==> config.mk <==
export PLATFORM = sky130hd
export DESIGN_NAME = multi_channel_countdown_timer_bank_core
export DESIGN_NICKNAME = d
export VERILOG_FILES = /design/src/hdl/tcb_pkg.sv /design/src/hdl/tcb_cell.sv /design/src/hdl/multi_channel_countdown_timer_bank_core.sv
export SDC_FILE = /design/constraint.sdc
export NUM_CORES = 1
export LEC_CHECK = 0
export BUFFER_PORTS_ARGS = -buffer_cell sky130_fd_sc_hd__buf_2
export CORE_MARGIN = 1
export CORE_UTILIZATION = 40
export CTS_CLUSTER_SIZE = 14
export DETAILED_ROUTE_END_ITERATION = 8
export PLACE_DENSITY_LB_ADDON = 0.2
export SYNTH_ARGS = -nofsm -noshare
export SYNTH_HDL_FRONTEND = slang
export SYNTH_SLANG_ARGS = --single-unit
==> constraint.sdc <==
create_clock -name clk -period 7.49 [get_ports clk]
set_input_delay 1.1235 -clock clk [delete_from_list [all_inputs] [get_ports clk]]
set_output_delay 1.1235 -clock clk [all_outputs]
set_load 0.02 [all_outputs]
==> src/hdl/tcb_pkg.sv <==
// Shared types, constants and helpers for the countdown timer bank.
// Used by tcb_cell and multi_channel_countdown_timer_bank_core; depends on nothing.
`default_nettype none

package tcb_pkg;

  // Bank size; only the lowest sixteen timers can be addressed by a command
  localparam int NUM_TIMERS = 16;
  localparam int CUR_W      = (NUM_TIMERS > 1) ? $clog2(NUM_TIMERS) : 1;

  localparam int COUNT_W = 11;
  localparam int DUR_W   = 16;
  localparam int TICK_W  = 32;
  localparam int TIDX_W  = 4;

  // duration_ms / 50 as a multiply by a rounded-up reciprocal (2^22 / 50)
  localparam int RECIP_W     = 17;
  localparam int RECIP_SHIFT = 22;
  localparam logic [RECIP_W-1:0] RECIP_MUL = 17'd83887;

  typedef enum logic [1:0] {
    MODE_TICK  = 2'd0,
    MODE_START = 2'd1,
    MODE_STOP  = 2'd2,
    MODE_QUERY = 2'd3
  } mode_t;

  localparam logic KIND_EVENT = 1'b0;
  localparam logic KIND_QUERY = 1'b1;

  typedef enum logic {
    ST_IDLE = 1'b0,
    ST_WALK = 1'b1
  } state_t;

  typedef struct packed {
    logic [1:0]        mode;
    logic [TIDX_W-1:0] timer_index;
    logic [DUR_W-1:0]  duration_ms;
    logic              notify_enable;
  } cmd_word_t;

  typedef struct packed {
    logic              result_kind;
    logic [TIDX_W-1:0] event_timer;
    logic              expired;
    logic [TICK_W-1:0] ticks_elapsed;
    logic              last;
  } result_word_t;

  // Broadcast controls from the sequencer to every cell
  typedef struct packed {
    logic load;
    logic clear;
    logic tick;
    logic shift;
  } cell_ctrl_t;

  // Ticks for a duration: floor(ms / 50) + 1, exact over the full 16-bit range
  function automatic logic [COUNT_W-1:0] ticks_for_ms(input logic [DUR_W-1:0] ms);
    logic [DUR_W+RECIP_W-1:0] prod;
    prod = {{RECIP_W{1'b0}}, ms} * {{DUR_W{1'b0}}, RECIP_MUL};
    return prod[RECIP_SHIFT +: COUNT_W] + COUNT_W'(1);
  endfunction

endpackage

`default_nettype wire

==> src/hdl/tcb_cell.sv <==
// One timer cell: count, notify flag and an expiry token passed up the chain.
// Depends on tcb_pkg for widths and the control struct.
`default_nettype none

module tcb_cell (
  input  wire                          clk,
  input  wire                          rst,
  input  tcb_pkg::cell_ctrl_t          ctrl,
  input  wire                          sel,
  input  wire [tcb_pkg::COUNT_W-1:0]   load_count,
  input  wire                          load_notify,
  input  wire                          ev_in,
  output logic                         ev_out,
  output logic                         zero
);
  import tcb_pkg::*;

  logic [COUNT_W-1:0] count;
  logic               notify;
  logic               ev;

  // Load, clear or count down; raise the token when a notifying count runs out
  always_ff @(posedge clk) begin
    if (rst) begin
      count  <= '0;
      notify <= 1'b0;
      ev     <= 1'b0;
    end else begin
      if (ctrl.load && sel) begin
        count  <= load_count;
        notify <= load_notify;
      end else if (ctrl.clear && sel) begin
        count  <= '0;
        notify <= 1'b0;
      end else if (ctrl.tick && count != '0) begin
        count <= count - COUNT_W'(1);
      end

      if (ctrl.tick) begin
        ev <= (count == COUNT_W'(1)) && notify;
      end else if (ctrl.shift) begin
        ev <= ev_in;
      end
    end
  end

  assign ev_out = ev;
  assign zero   = (count == '0);

endmodule

`default_nettype wire

==> src/hdl/multi_channel_countdown_timer_bank_core.sv <==
// Top level of the countdown timer bank: command decode, walk sequencer, cell chain.
// Depends on tcb_pkg and tcb_cell.
`default_nettype none

// A command word is taken when start is high and busy is low. Start and stop
// leave busy low and give no result. A query's reply shows on result with
// result_valid high in the next cycle. A tick decrements all timers at once,
// then walks the expiry tokens up the chain of cells, one cell per cycle from
// the highest index down; busy stays high during the walk, ending as soon as
// no token is left. Each expiry event is one cycle on result; the receiver
// must take it then, and the word of the final event of a tick has last set.
module multi_channel_countdown_timer_bank_core (
  input  wire                    clk,
  input  wire                    rst,
  input  wire                    start,
  output logic                   busy,
  input  tcb_pkg::cmd_word_t     cmd,
  output logic                   result_valid,
  output tcb_pkg::result_word_t  result
);
  import tcb_pkg::*;

  state_t             state, state_next;
  cell_ctrl_t         ctrl;
  logic               accept;
  logic [NUM_TIMERS-1:0] sel;
  logic [NUM_TIMERS-1:0] ev_vec;
  logic [NUM_TIMERS-1:0] zero_vec;
  logic               ev_top;
  logic               ev_rest;
  logic               query_expired;
  logic [COUNT_W-1:0] load_count;
  logic [TICK_W-1:0]  tick_counter;
  logic [CUR_W-1:0]   cur_idx;
  logic               result_valid_next;
  result_word_t       result_next;

  assign accept     = start && !busy;
  assign load_count = ticks_for_ms(cmd.duration_ms);
  assign ev_top     = ev_vec[NUM_TIMERS-1];
  assign ev_rest    = |ev_vec[NUM_TIMERS-2:0];

  // Decode the addressed timer; out-of-range indexes select nothing
  always_comb begin
    for (int i = 0; i < NUM_TIMERS; i++) begin
      sel[i] = (32'(cmd.timer_index) == i);
    end
  end

  // Query: expired unless the addressed timer still counts
  always_comb begin
    query_expired = 1'b1;
    for (int i = 0; i < NUM_TIMERS; i++) begin
      if (sel[i] && !zero_vec[i]) query_expired = 1'b0;
    end
  end

  // Next state
  always_comb begin
    state_next = state;
    unique case (state)
      ST_IDLE: begin
        if (accept && cmd.mode == MODE_TICK) state_next = ST_WALK;
      end
      ST_WALK: begin
        if (!ev_rest) state_next = ST_IDLE;
      end
      default: state_next = ST_IDLE;
    endcase
  end

  // Sequencer outputs
  always_comb begin
    busy = 1'b0;
    ctrl = '0;
    unique case (state)
      ST_IDLE: begin
        ctrl.tick  = start && cmd.mode == MODE_TICK;
        ctrl.load  = start && cmd.mode == MODE_START;
        ctrl.clear = start && cmd.mode == MODE_STOP;
      end
      ST_WALK: begin
        busy       = 1'b1;
        ctrl.shift = 1'b1;
      end
      default: busy = 1'b0;
    endcase
  end

  // Chain of cells; tokens move toward the highest index
  for (genvar g = 0; g < NUM_TIMERS; g++) begin : g_cell
    tcb_cell u_cell (
      .clk         (clk),
      .rst         (rst),
      .ctrl        (ctrl),
      .sel         (sel[g]),
      .load_count  (load_count),
      .load_notify (cmd.notify_enable),
      .ev_in       ((g == 0) ? 1'b0 : ev_vec[(g == 0) ? 0 : g-1]),
      .ev_out      (ev_vec[g]),
      .zero        (zero_vec[g])
    );
  end

  // Build the next result word
  always_comb begin
    result_valid_next = 1'b0;
    result_next       = result;
    if (state == ST_WALK && ev_top) begin
      result_valid_next         = 1'b1;
      result_next.result_kind   = KIND_EVENT;
      result_next.event_timer   = TIDX_W'(cur_idx);
      result_next.expired       = 1'b1;
      result_next.ticks_elapsed = tick_counter;
      result_next.last          = !ev_rest;
    end else if (accept && cmd.mode == MODE_QUERY) begin
      result_valid_next         = 1'b1;
      result_next.result_kind   = KIND_QUERY;
      result_next.event_timer   = cmd.timer_index;
      result_next.expired       = query_expired;
      result_next.ticks_elapsed = tick_counter;
      result_next.last          = 1'b1;
    end
  end

  // Control registers
  always_ff @(posedge clk) begin
    if (rst) begin
      state        <= ST_IDLE;
      tick_counter <= '0;
      result_valid <= 1'b0;
    end else begin
      state        <= state_next;
      result_valid <= result_valid_next;
      if (accept && cmd.mode == MODE_TICK) tick_counter <= tick_counter + TICK_W'(1);
    end
  end

  // Payload registers: walk index and result word
  always_ff @(posedge clk) begin
    if (accept && cmd.mode == MODE_TICK) begin
      cur_idx <= CUR_W'(NUM_TIMERS - 1);
    end else if (state == ST_WALK) begin
      cur_idx <= cur_idx - CUR_W'(1);
    end
    result <= result_next;
  end

`ifndef SYNTHESIS
  a_tick_walks: assert property (@(posedge clk) disable iff (rst)
    (accept && cmd.mode == MODE_TICK) |=> busy)
    else $error("tick accepted without entering the walk");

  a_result_cause: assert property (@(posedge clk) disable iff (rst)
    result_valid |-> ($past(state) == ST_WALK) || $past(accept && cmd.mode == MODE_QUERY))
    else $error("result word without a tick walk or query");

  a_event_expired: assert property (@(posedge clk) disable iff (rst)
    (result_valid && result.result_kind == KIND_EVENT) |-> result.expired)
    else $error("expiry event not marked expired");

  a_walk_ends: assert property (@(posedge clk) disable iff (rst)
    (state == ST_WALK && !ev_rest) |=> !busy)
    else $error("walk continues with no token left");
`endif

endmodule

`default_nettype wire

==> flow_summary_export.csv, run 1 <==
group,metric,value,unit
synth,synthArstFlopShare,0,%
drt,avgRoutedWirePerCell,18.2,microns
global_route,grt_pass1_vias,18300,
drt,antenna_left,0,
synth,synth.area.top_cells,"dfxtp_1, ha_1, fa_1",
timing,rsz0062_at_grt,"true",
synth,yosys.area.top_type,"dfxtp_1",
drt,drt_pass1_iterations,6,
synth,synth_cell_types,77,
critical_path,r2r-start,"state",
cts,path_clk_slew,60,ps
cts,clock-sinks,285,
place,numPortBuffers,66,
synth,synth-seq-area-share,29.3,%
timing,fin_crit_sh,98.1,%
timing,finalSetupViolCount,0,
critical_path,r2r_end,"g_cell[7].u_cell.count[8]",
place,dpl.cell_count,3340,
synth,synth_fp_nets,2831,
job,max_cap_violations,0,
status,status,"completed",
cts,cts_tree,"yes",
global_route,grt_max_degree,134,
place,place.gp.congestion,0.907,
min_path,hold_end,"g_cell[4].u_cell.count[5]",
critical_path,crit_type,"primary input to register",
synth,synth-edff-count,37,
die,dieArea,52700,sq um
die,num_rows,83,
synth,synth.avg_cell_area,8.16,sq um
cts,cts_buffers,31,
timing,hold_ws,492,ps
cts,cts-hold-fix-buffers,0,
die,die_h,230,microns
critical_path,crit_required,8000,ps
layout,fin_nets,2994,
cts,clkLatencyLatePin,600,ps
min_path,hp-class,"register to register",
place,placed_area,23100,sq um
synth,yosysMostFrequentCell,"nor2_1",
synth,synth_flop_cell,"dfxtp_1",
die,core,51300,sq um
timing,finalHoldViolCount,0,
cts,ctsRootBufferMaster,"clkbuf_16",
critical_path,crit_slowest_cell,"fa_2",
global_route,grt_util_all_layers,23.1,%
layout,syn2layout_area_growth,17.8,%
timing,fmax,136,MHz
die,initial_core_util,40.4,%
critical_path,cp.arrival,7860,ps
drt,totalWireLength,61900,microns
min_path,hold_path_depth,2,
global_route,grt_antenna_before_repair,0,
drt,drc_errors,0,
global_route,overflow,0,
layout,drive_above_1_share,14.7,%
drt,drtIter0Drc,1600,
layout,final_cell_area,24400,sq um
drt,via_per_inst,5.67,
layout,antennaDiodeCount,0,
synth,ys_warn_count,0,
timing,finalMaxSlewViolations,0,
critical_path,critPathLaunchType,"primary input",
timing,tightest_slew,1250,ps
synth,synth_common_cells,"nor2_1, a21oi_1, dfxtp_1",
critical_path,max_stage_delay,570,ps
die,io_pins,67,
timing,period_needed,7340,ps
place,dp_hpwl,44500,microns
synth,synth_area,20700,sq um
synth,synth_top_cell_area_share,23.9,%
die,die-width,230,microns
timing,fin_skew,37.6,ps
min_path,min_from,"g_cell[4].u_cell.count[5]",
critical_path,rrSetupSlack,3820,ps
drt,routed-via-count,19300,
synth,syn_inst,2540,
cts,htreeDepth,1,
critical_path,critPathCaptureType,"register",
cts,cts_max_path_buffers,3,
critical_path,cp_max_fo,8,
timing,maxSlewHeadroom,16.8,%
global_route,grt_pass1_wl,98700,microns
synth,ys_ff_latch,285,
critical_path,r2r_cells,8,
layout,final_cell_count_no_fill,3407,
## routing by layer
layer  share of wire [%]  up-vias  track usage [%]  wire length [microns]
met5                   0        -                0                      0
met2                  47      632             38.1                  28800
met4                 3.0        0             7.44                   1870
met1                  44     9250             31.3                  27500
li1                    -     9301                -                      -
met3                 6.0      121             2.58                   3700
## cells by family after synthesis
group | after synthesis | share of synthesized area, %
simple gates | 970 | 22.7
compound gates | 586 | 17.8
buf+inv | 329 | 6.06
flops | 285 | 29.3
fa+ha+maj | 265 | 19.5
xor+xnor | 104 | 4.50
mux | 1 | 0.0483
## registers in the layout, indices dropped and copies added, names as in the netlist
signal	count
g_cell.u_cell.ev_out	16
state	1
result	39
result_valid	1
tick_counter	32
g_cell.u_cell.notify	16
g_cell.u_cell.count	176
cur_idx	4
## how the worst max path moves through the flow
stage	start	endpoint	slack [ps]	cells after the start
final	cmd[6]	g_cell[9].u_cell.count[10]	150	30
after global routing	cmd[6]	g_cell[9].u_cell.count[10]	-80	30
after CTS	cmd[5]	g_cell[6].u_cell.count[10]	160	30
after detailed placement	cmd[5]	g_cell[6].u_cell.count[10]	-430	30
after global placement	cmd[2]	g_cell[8].u_cell.count[10]	-320	29
after floorplan	cmd[16]	g_cell[1].u_cell.count[10]	6	27
## area by class of cell
class | count | area, sq um
flip-flops and latches | 285 | 6080
fillers | 4937 | 26900
multi-input cells | 1926 | 13800
clock inverters | 16 | 196
repair buffers | 238 | 1860
clock buffers | 41 | 843
well taps | 680 | 851
inverters | 221 | 830
## cells in the final DEF, fill, tap and decap left out, drive strengths merged, types with 29 or more instances in the layout
cell type	instances
edfxtp	37
nor3	203
dfxtp	248
and2	47
xnor2	62
clkbuf	42
a21oi	262
a31oi	29
nor2	321
nand4	29
nand3	69
nor4	32
ha	168
buf	237
fa	97
or2	30
nand2	131
xor2	42
o21ai	87
inv	222
## worst max-delay path: cells and delay by family
family          cells  cell delay [ps]
fa+ha+maj           8             3400
compound gates      8             1530
buf+inv             9              830
simple gates        4              800
xor+xnor            1              140
## per-stage QoR
stage          TNS [ps]  setup WS (ps)  util, %
2_1_floorplan         0           5.89        -
3_3_place_gp      -9320           -317     44.9
3_5_place_dp     -14710           -430     44.9
4_1_cts               0            160     47.0
5_1_grt            -404          -79.4     47.6
6_report              0            145     47.6
## what timing repair did
action	CTS	global route
resized for setup	0	53
setup buffers	0	10
setup endpoints to repair	0	48
Power of run 1 is not shown: default switching activity piles up to over one toggle a cycle in this logic, so the estimate is an artifact.
==> run 2, diff against run 1 <==
==> constraint.sdc (replaced) <==
create_clock -name clk -period 7.49 [get_ports clk]
set_input_delay 0.3745 -clock clk [delete_from_list [all_inputs] [get_ports clk]]
set_output_delay 0.3745 -clock clk [all_outputs]
set_load 0.02 [all_outputs]
==> run 2 against run 1 <==
Compared with the run above:
- wire length down 0.70%
- sequential cell count unchanged
- non-clock buffer count down 128
- final cell count down 3.6%
- first-iteration DRC count down 0.13%
- register-to-register slack better by 40 ps
- clock skew down 11 ps
- worst setup slack better by 300 ps
- sequential share of layout area up 1.5 points
- die area unchanged
- count of clock-buffer cells in the layout up 17
- global-route usage about the same
==> flow_summary_export.csv, run 2 (same netlist as run 1, synthesis figures left out) <==
group,metric,value,unit
status,status,"completed",
layout,mostFrequentLayoutCells,"nor2_1, a21oi_1, dfxtp_1, inv_1, nor3_1",
drt,via_per_inst,5.73,
die,die-width,230,microns
global_route,overflow,0,
critical_path,worst-path-buf-inv,6,
critical_path,r2r-start,"state",
timing,period_needed,7040,ps
cts,cts_resized,0,
global_route,grt_max_degree,109,
die,dieArea,52700,sq um
critical_path,crit_slowest_cell,"fa_1",
drt,drt_pass1_iterations,6,
critical_path,crit_required,7930,ps
layout,drive_above_1_share,8.94,%
critical_path,crit_type,"primary input to register",
die,io_pins,67,
die,core,51300,sq um
layout,reg_top3,"g_cell.u_cell.count (176), result (39), tick_counter (32)",
layout,final_cell_area,23100,sq um
cts,cts_buffers,35,
layout,num-fill-cells,5095,
timing,fin_crit_sh,94.0,%
timing,tightest_slew,1260,ps
timing,fin_skew,26.1,ps
place,numPortBuffers,66,
cts,clock-sinks,285,
timing,finalSetupViolCount,0,
cts,cts_tree,"yes",
die,die_h,230,microns
cts,clkLatencyLatePin,550,ps
min_path,hp-class,"primary input to register",
drt,antenna_left,0,
timing,finalMaxSlewViolations,0,
global_route,grt_pass1_wl,98100,microns
place,placed_area,21900,sq um
cts,htreeDepth,2,
cts,cts_max_path_buffers,3,
critical_path,critPathCaptureType,"register",
global_route,grt_antenna_before_repair,0,
drt,drtIter0Drc,1598,
critical_path,critPathLaunchType,"primary input",
critical_path,crit_end,"g_cell[15].u_cell.count[10]",
cts,post_cts_buffers,0,
layout,top_register,"g_cell.u_cell.count",
timing,rsz0062_at_grt,"false",
timing,finalHoldViolCount,0,
critical_path,cp.arrival,7490,ps
critical_path,r2r_cells,8,
drt,totalWireLength,61500,microns
critical_path,r2r_end,"g_cell[15].u_cell.count[10]",
drt,routed-via-count,18800,
layout,syn2layout_area_growth,11.2,%
critical_path,rrSetupSlack,3860,ps
timing,fmax,142,MHz
cts,path_clk_slew,60,ps
cts,cts-hold-fix-buffers,0,
global_route,grt_util_all_layers,23.1,%
critical_path,cp_max_fo,6,
die,num_rows,83,
critical_path,max_stage_delay,580,ps
critical_path,cpMostUsedCell,"fa_1",
critical_path,critical-path-top-delay-family,"adder cells",
drt,drc_errors,0,
layout,antennaDiodeCount,0,
place,place.gp.congestion,0.931,
place,dp_hpwl,44000,microns
layout,fin_nets,2870,
cts,ctsRootBufferMaster,"clkbuf_16",
layout,final_common_cell,"nor2_1",
timing,hold_ws,287,ps
global_route,grt_pass1_vias,18200,
drt,avgRoutedWirePerCell,18.7,microns
critical_path,cp-startpoint,"cmd[5]",
die,initial_core_util,40.4,%
critical_path,crit_cells,27,
timing,maxSlewHeadroom,16.3,%
layout,largest_reg_flops,176,
job,max_cap_violations,0,
==> run 2: cell count changes in the layout (fill, tap and decap cells not counted), sizes merged <==
| cell | delta |
|---|---|
| inv | +2 |
| clkbuf | +17 |
| clkinvlp | -2 |
| bufinv | -4 |
| buf | -128 |
| clkinv | -6 |
==> run 2: worst min-delay path, cell delays in order <==
cell     delay, ps
buf_2          120
a21o_1         130
o21ai_0         70
a21oi_1        100
==> run 2: how the worst min path moves through the flow <==
stage	start	endpoint	slack (ps)	cells past startpoint
6_report	start	g_cell[10].u_cell.ev_out	290	4
4_1_cts	start	g_cell[10].u_cell.ev_out	270	4
3_3_place_gp	g_cell[4].u_cell.count[5]	g_cell[4].u_cell.count[5]	470	2
2_1_floorplan	g_cell[10].u_cell.notify	g_cell[10].u_cell.ev_out	450	2
5_1_grt	start	g_cell[6].u_cell.ev_out	290	4
3_5_place_dp	tick_counter[11]	tick_counter[11]	480	2
==> run 2: layout make-up <==
cell class	instances	area, sq um	area share (%)
Clock buffer	58	1090	4.74
Clock inverter	6	41.3	0.179
Inverter	221	830	3.60
Multi-Input combinational cell	1926	13500	58.4
Sequential cell	285	6080	26.3
Tap cell	680	851	3.69
Timing Repair Buffer	110	707	3.07
==> run 2: stage by stage <==
step	setup WS, ps	util, %	cells	TNS (ps)
after floorplan	365	-	2540	0
after global placement	153	42.7	3222	0
after detailed placement	-91.9	42.7	3222	-928
after CTS	453	45.0	3286	0
after global routing	60.8	45.0	3286	0
final	448	45.0	3286	0
==> run 2: metal layers <==
layer  wire length (microns)  share of wire (%)  global-route usage [%]
met1                   27800                 45                    31.0
met2                   28500                 46                    38.2
met3                    3600                5.8                    3.11
met4                    1660                2.7                    7.21
met5                       0                  0                       0
Power of run 2 is left out for the same reason.
==> run 3, diff against run 2 <==
--- a/config.mk
+++ b/config.mk
@@ -13,4 +13,5 @@
 export PLACE_DENSITY_LB_ADDON = 0.2
 export SYNTH_ARGS = -nofsm -noshare
 export SYNTH_HDL_FRONTEND = slang
+export SYNTH_HIERARCHICAL = 1
 export SYNTH_SLANG_ARGS = --single-unit
==> constraint.sdc (replaced) <==
create_clock -name clk -period 8.4 [get_ports clk]
set_input_delay 0.42 -clock clk [delete_from_list [all_inputs] [get_ports clk]]
set_output_delay 0.42 -clock clk [all_outputs]
set_load 0.02 [all_outputs]
==> run 3 against run 2 <==
Compared with the run above:
- clock skew is 5.1 ps lower
- design area increased by 7.9%
- worst setup slack better by 820 ps
- first-iteration DRC count shrank 15%
- wire length increased by 3.3%
==> flow_summary_export.csv, run 3 <==
group,metric,value,unit
die,die_h,240,microns
status,status,"completed",
global_route,grt_pass1_vias,19000,
die,io_pins,67,
synth,synth_area,22600,sq um
layout,final_cell_count_no_fill,3324,
critical_path,critical-path-top-delay-family,"adder cells",
die,num_rows,86,
place,placed_area,23700,sq um
place,dpl.cell_count,3259,
timing,timing.setup.tns,0,ps
layout,num-fill-cells,5434,
synth,synth-seq-area-share,26.9,%
timing,worst_slack,1270,ps
synth,synth_common_cells,"inv_1, dfxtp_1, a21oi_1",
critical_path,crit_slowest_cell,"fa_1",
global_route,met2_usage,36.2,%
synth,synth.area.top_cells,"dfxtp_1, ha_1, fa_1",
layout,utilization,44.8,%
synth,synth_fa_ha_area_share,17.9,%
drt,drc_errors,0,
drt,routed-via-count,19800,
timing,fmax,140,MHz
synth,synth-edff-count,37,
place,dp_hpwl,44000,microns
drt,antenna_left,0,
layout,final_common_cell,"inv_1",
synth,yosysMostFrequentCell,"inv_1",
timing,rsz0062_at_grt,"false",
layout,fin_nets,2840,
power,power.leakage,10.3,nW
layout,drive_above_1_share,14.3,%
global_route,grt_antenna_before_repair,0,
critical_path,crit_type,"primary input to register",
timing,period_needed,7130,ps
timing,fin_skew,21.0,ps
die,core,55500,sq um
place,place.gp.congestion,0.855,
cts,post_cts_buffers,0,
cts,ctsRootBufferMaster,"clkbuf_16",
layout,mostFrequentLayoutCells,"inv_1, dfxtp_1, a21oi_1, nor2_1, ha_1",
synth,synth-simple-area-share,20.8,%
global_route,grt_pass1_wl,102000,microns
min_path,hp-class,"primary input to register",
global_route,grt_use_met3,2.37,%
timing,tightest_slew,1110,ps
synth,ys_ff_latch,285,
synth,synth_compound_area_share,24.6,%
synth,synthArstFlopShare,0,%
cts,clock-sinks,285,
global_route,grt-busiest-layer,"met2",
critical_path,crit_required,8850,ps
critical_path,max_stage_delay,560,ps
layout,syn2layout_area_growth,10.1,%
synth,ys_warn_count,6,
layout,final_cell_area,24900,sq um
timing,finalMaxSlewViolations,0,
synth,synth_top_family_by_area,"compound AO/OA/AOI/OAI gates",
critical_path,cp_max_fo,16,
global_route,grt_max_degree,100,
die,die-width,240,microns
critical_path,critPathCaptureType,"register",
synth,synth.avg_cell_area,8.96,sq um
drt,totalWireLength,63600,microns
global_route,overflow,0,
cts,clkLatencyLatePin,560,ps
cts,cts_buffers,36,
synth,synth_cell_types,80,
cts,cts_tree,"yes",
synth,synth_xor_area_share,2.47,%
layout,largest_reg_flops,176,
timing,maxSlewHeadroom,26.2,%
drt,drtIter0Drc,1364,
die,initial_core_util,40.7,%
cts,cts-hold-fix-buffers,0,
critical_path,worst-path-buf-inv,6,
cts,htreeDepth,2,
layout,top_register,"g_cell.u_cell/count",
critical_path,cpMostUsedCell,"fa_1",
place,pre_cts_ws,725,ps
layout,reg_top3,"g_cell.u_cell/count (176), result (39), tick_counter (32)",
timing,finalHoldViolCount,0,
cts,cts_resized,0,
synth,synth_top_cell_area_share,22.0,%
synth,syn_inst,2525,
layout,multi_input_area,15100,sq um
synth,yosys.area.top_type,"dfxtp_1",
timing,finalSetupViolCount,0,
drt,drt_pass1_iterations,6,
critical_path,cp.arrival,7580,ps
cts,cts_max_path_buffers,3,
power,powerDensity,418,nW/um^2
synth,synth.area.mux_share,0.752,%
job,max_cap_violations,0,
drt,avgRoutedWirePerCell,19.1,microns
power,irDropWorstVdd,0.00110,V
die,dieArea,57500,sq um
timing,fin_crit_sh,84.9,%
cts,path_clk_slew,60,ps
critical_path,critPathLaunchType,"primary input",
drt,via_per_inst,5.94,
place,numPortBuffers,66,
synth,synth_flop_cell,"dfxtp_1",
global_route,met1_usage,29.8,%
layout,regArea,6080,sq um
global_route,grt_util_all_layers,21.9,%
synth,synth_fp_nets,2816,
layout,antennaDiodeCount,0,
[run 3: changes by cell type in the layout (fill, tap and decap cells not counted), sizes merged, moves of 22 or more]
cell    before  now
a21oi      262  202
or4          6   64
o221ai      22    0
nand3       69   36
xnor2       62   16
a211oi      16   50
nor2       321  179
nor3       203  116
o31ai       19   64
o211ai       8   32
inv        224  264
a311oi       5   64
[run 3: per-stage QoR]
step | power (mW) | hold WS (ps)
6_report | 10.4 | 309
5_1_grt | 11.0 | 342
4_1_cts | 10.4 | 300
3_5_place_dp | 8.76 | 469
3_3_place_gp | 8.69 | 453
2_1_floorplan | 5.39 | 459
[run 3: logic make-up after synthesis]
kind of cell    after synthesis
compound gates              727
xor+xnor                     63
fa+ha+maj                   266
buf+inv                     376
flops                       285
mux                          17
other cells                   1
simple gates                790
[run 3: metal layers]
layer  vias to the layer above  share of wire, %
li1                       9471                 -
met1                      9620                47
met2                       557                46
met3                       108               5.1
met4                         0               2.3
met5                         -                 0
[run 3: worst paths after layout]
check                                start                          end  slack [ps]  cells past startpoint
worst max-delay path               cmd[15]  g_cell[11].u_cell/count[10]        1270                     26
worst min-delay path               cmd[21]                 result_valid         310                      3
worst max register to register       state   g_cell[9].u_cell/count[10]        4760                      7
worst min register to register  result[38]                   result[38]         470                      2
[run 3: tightest hold or removal path: stages]
cell and delay (ps):
buf_2 130, nand3_1 180, a21oi_1 90
[run 3: final cells by class]
cell class / instances / area share, %
well taps: 748 / 3.76
clock buffers: 56 / 4.28
clock inverters: 9 / 0.427
multi-input cells: 1864 / 60.7
repair buffers: 101 / 2.47
flip-flops and latches: 285 / 24.4
inverters: 261 / 3.96
[run 3: power breakdown]
part           switching [mW]  internal (mW)  leakage (nW)
Sequential              0.150           1.48          2.40
Combinational            5.02           2.21          7.37
Clock                   0.637          0.912         0.573
Total                    5.80           4.61          10.3
Note: power is estimated with default switching activity, not from simulation.
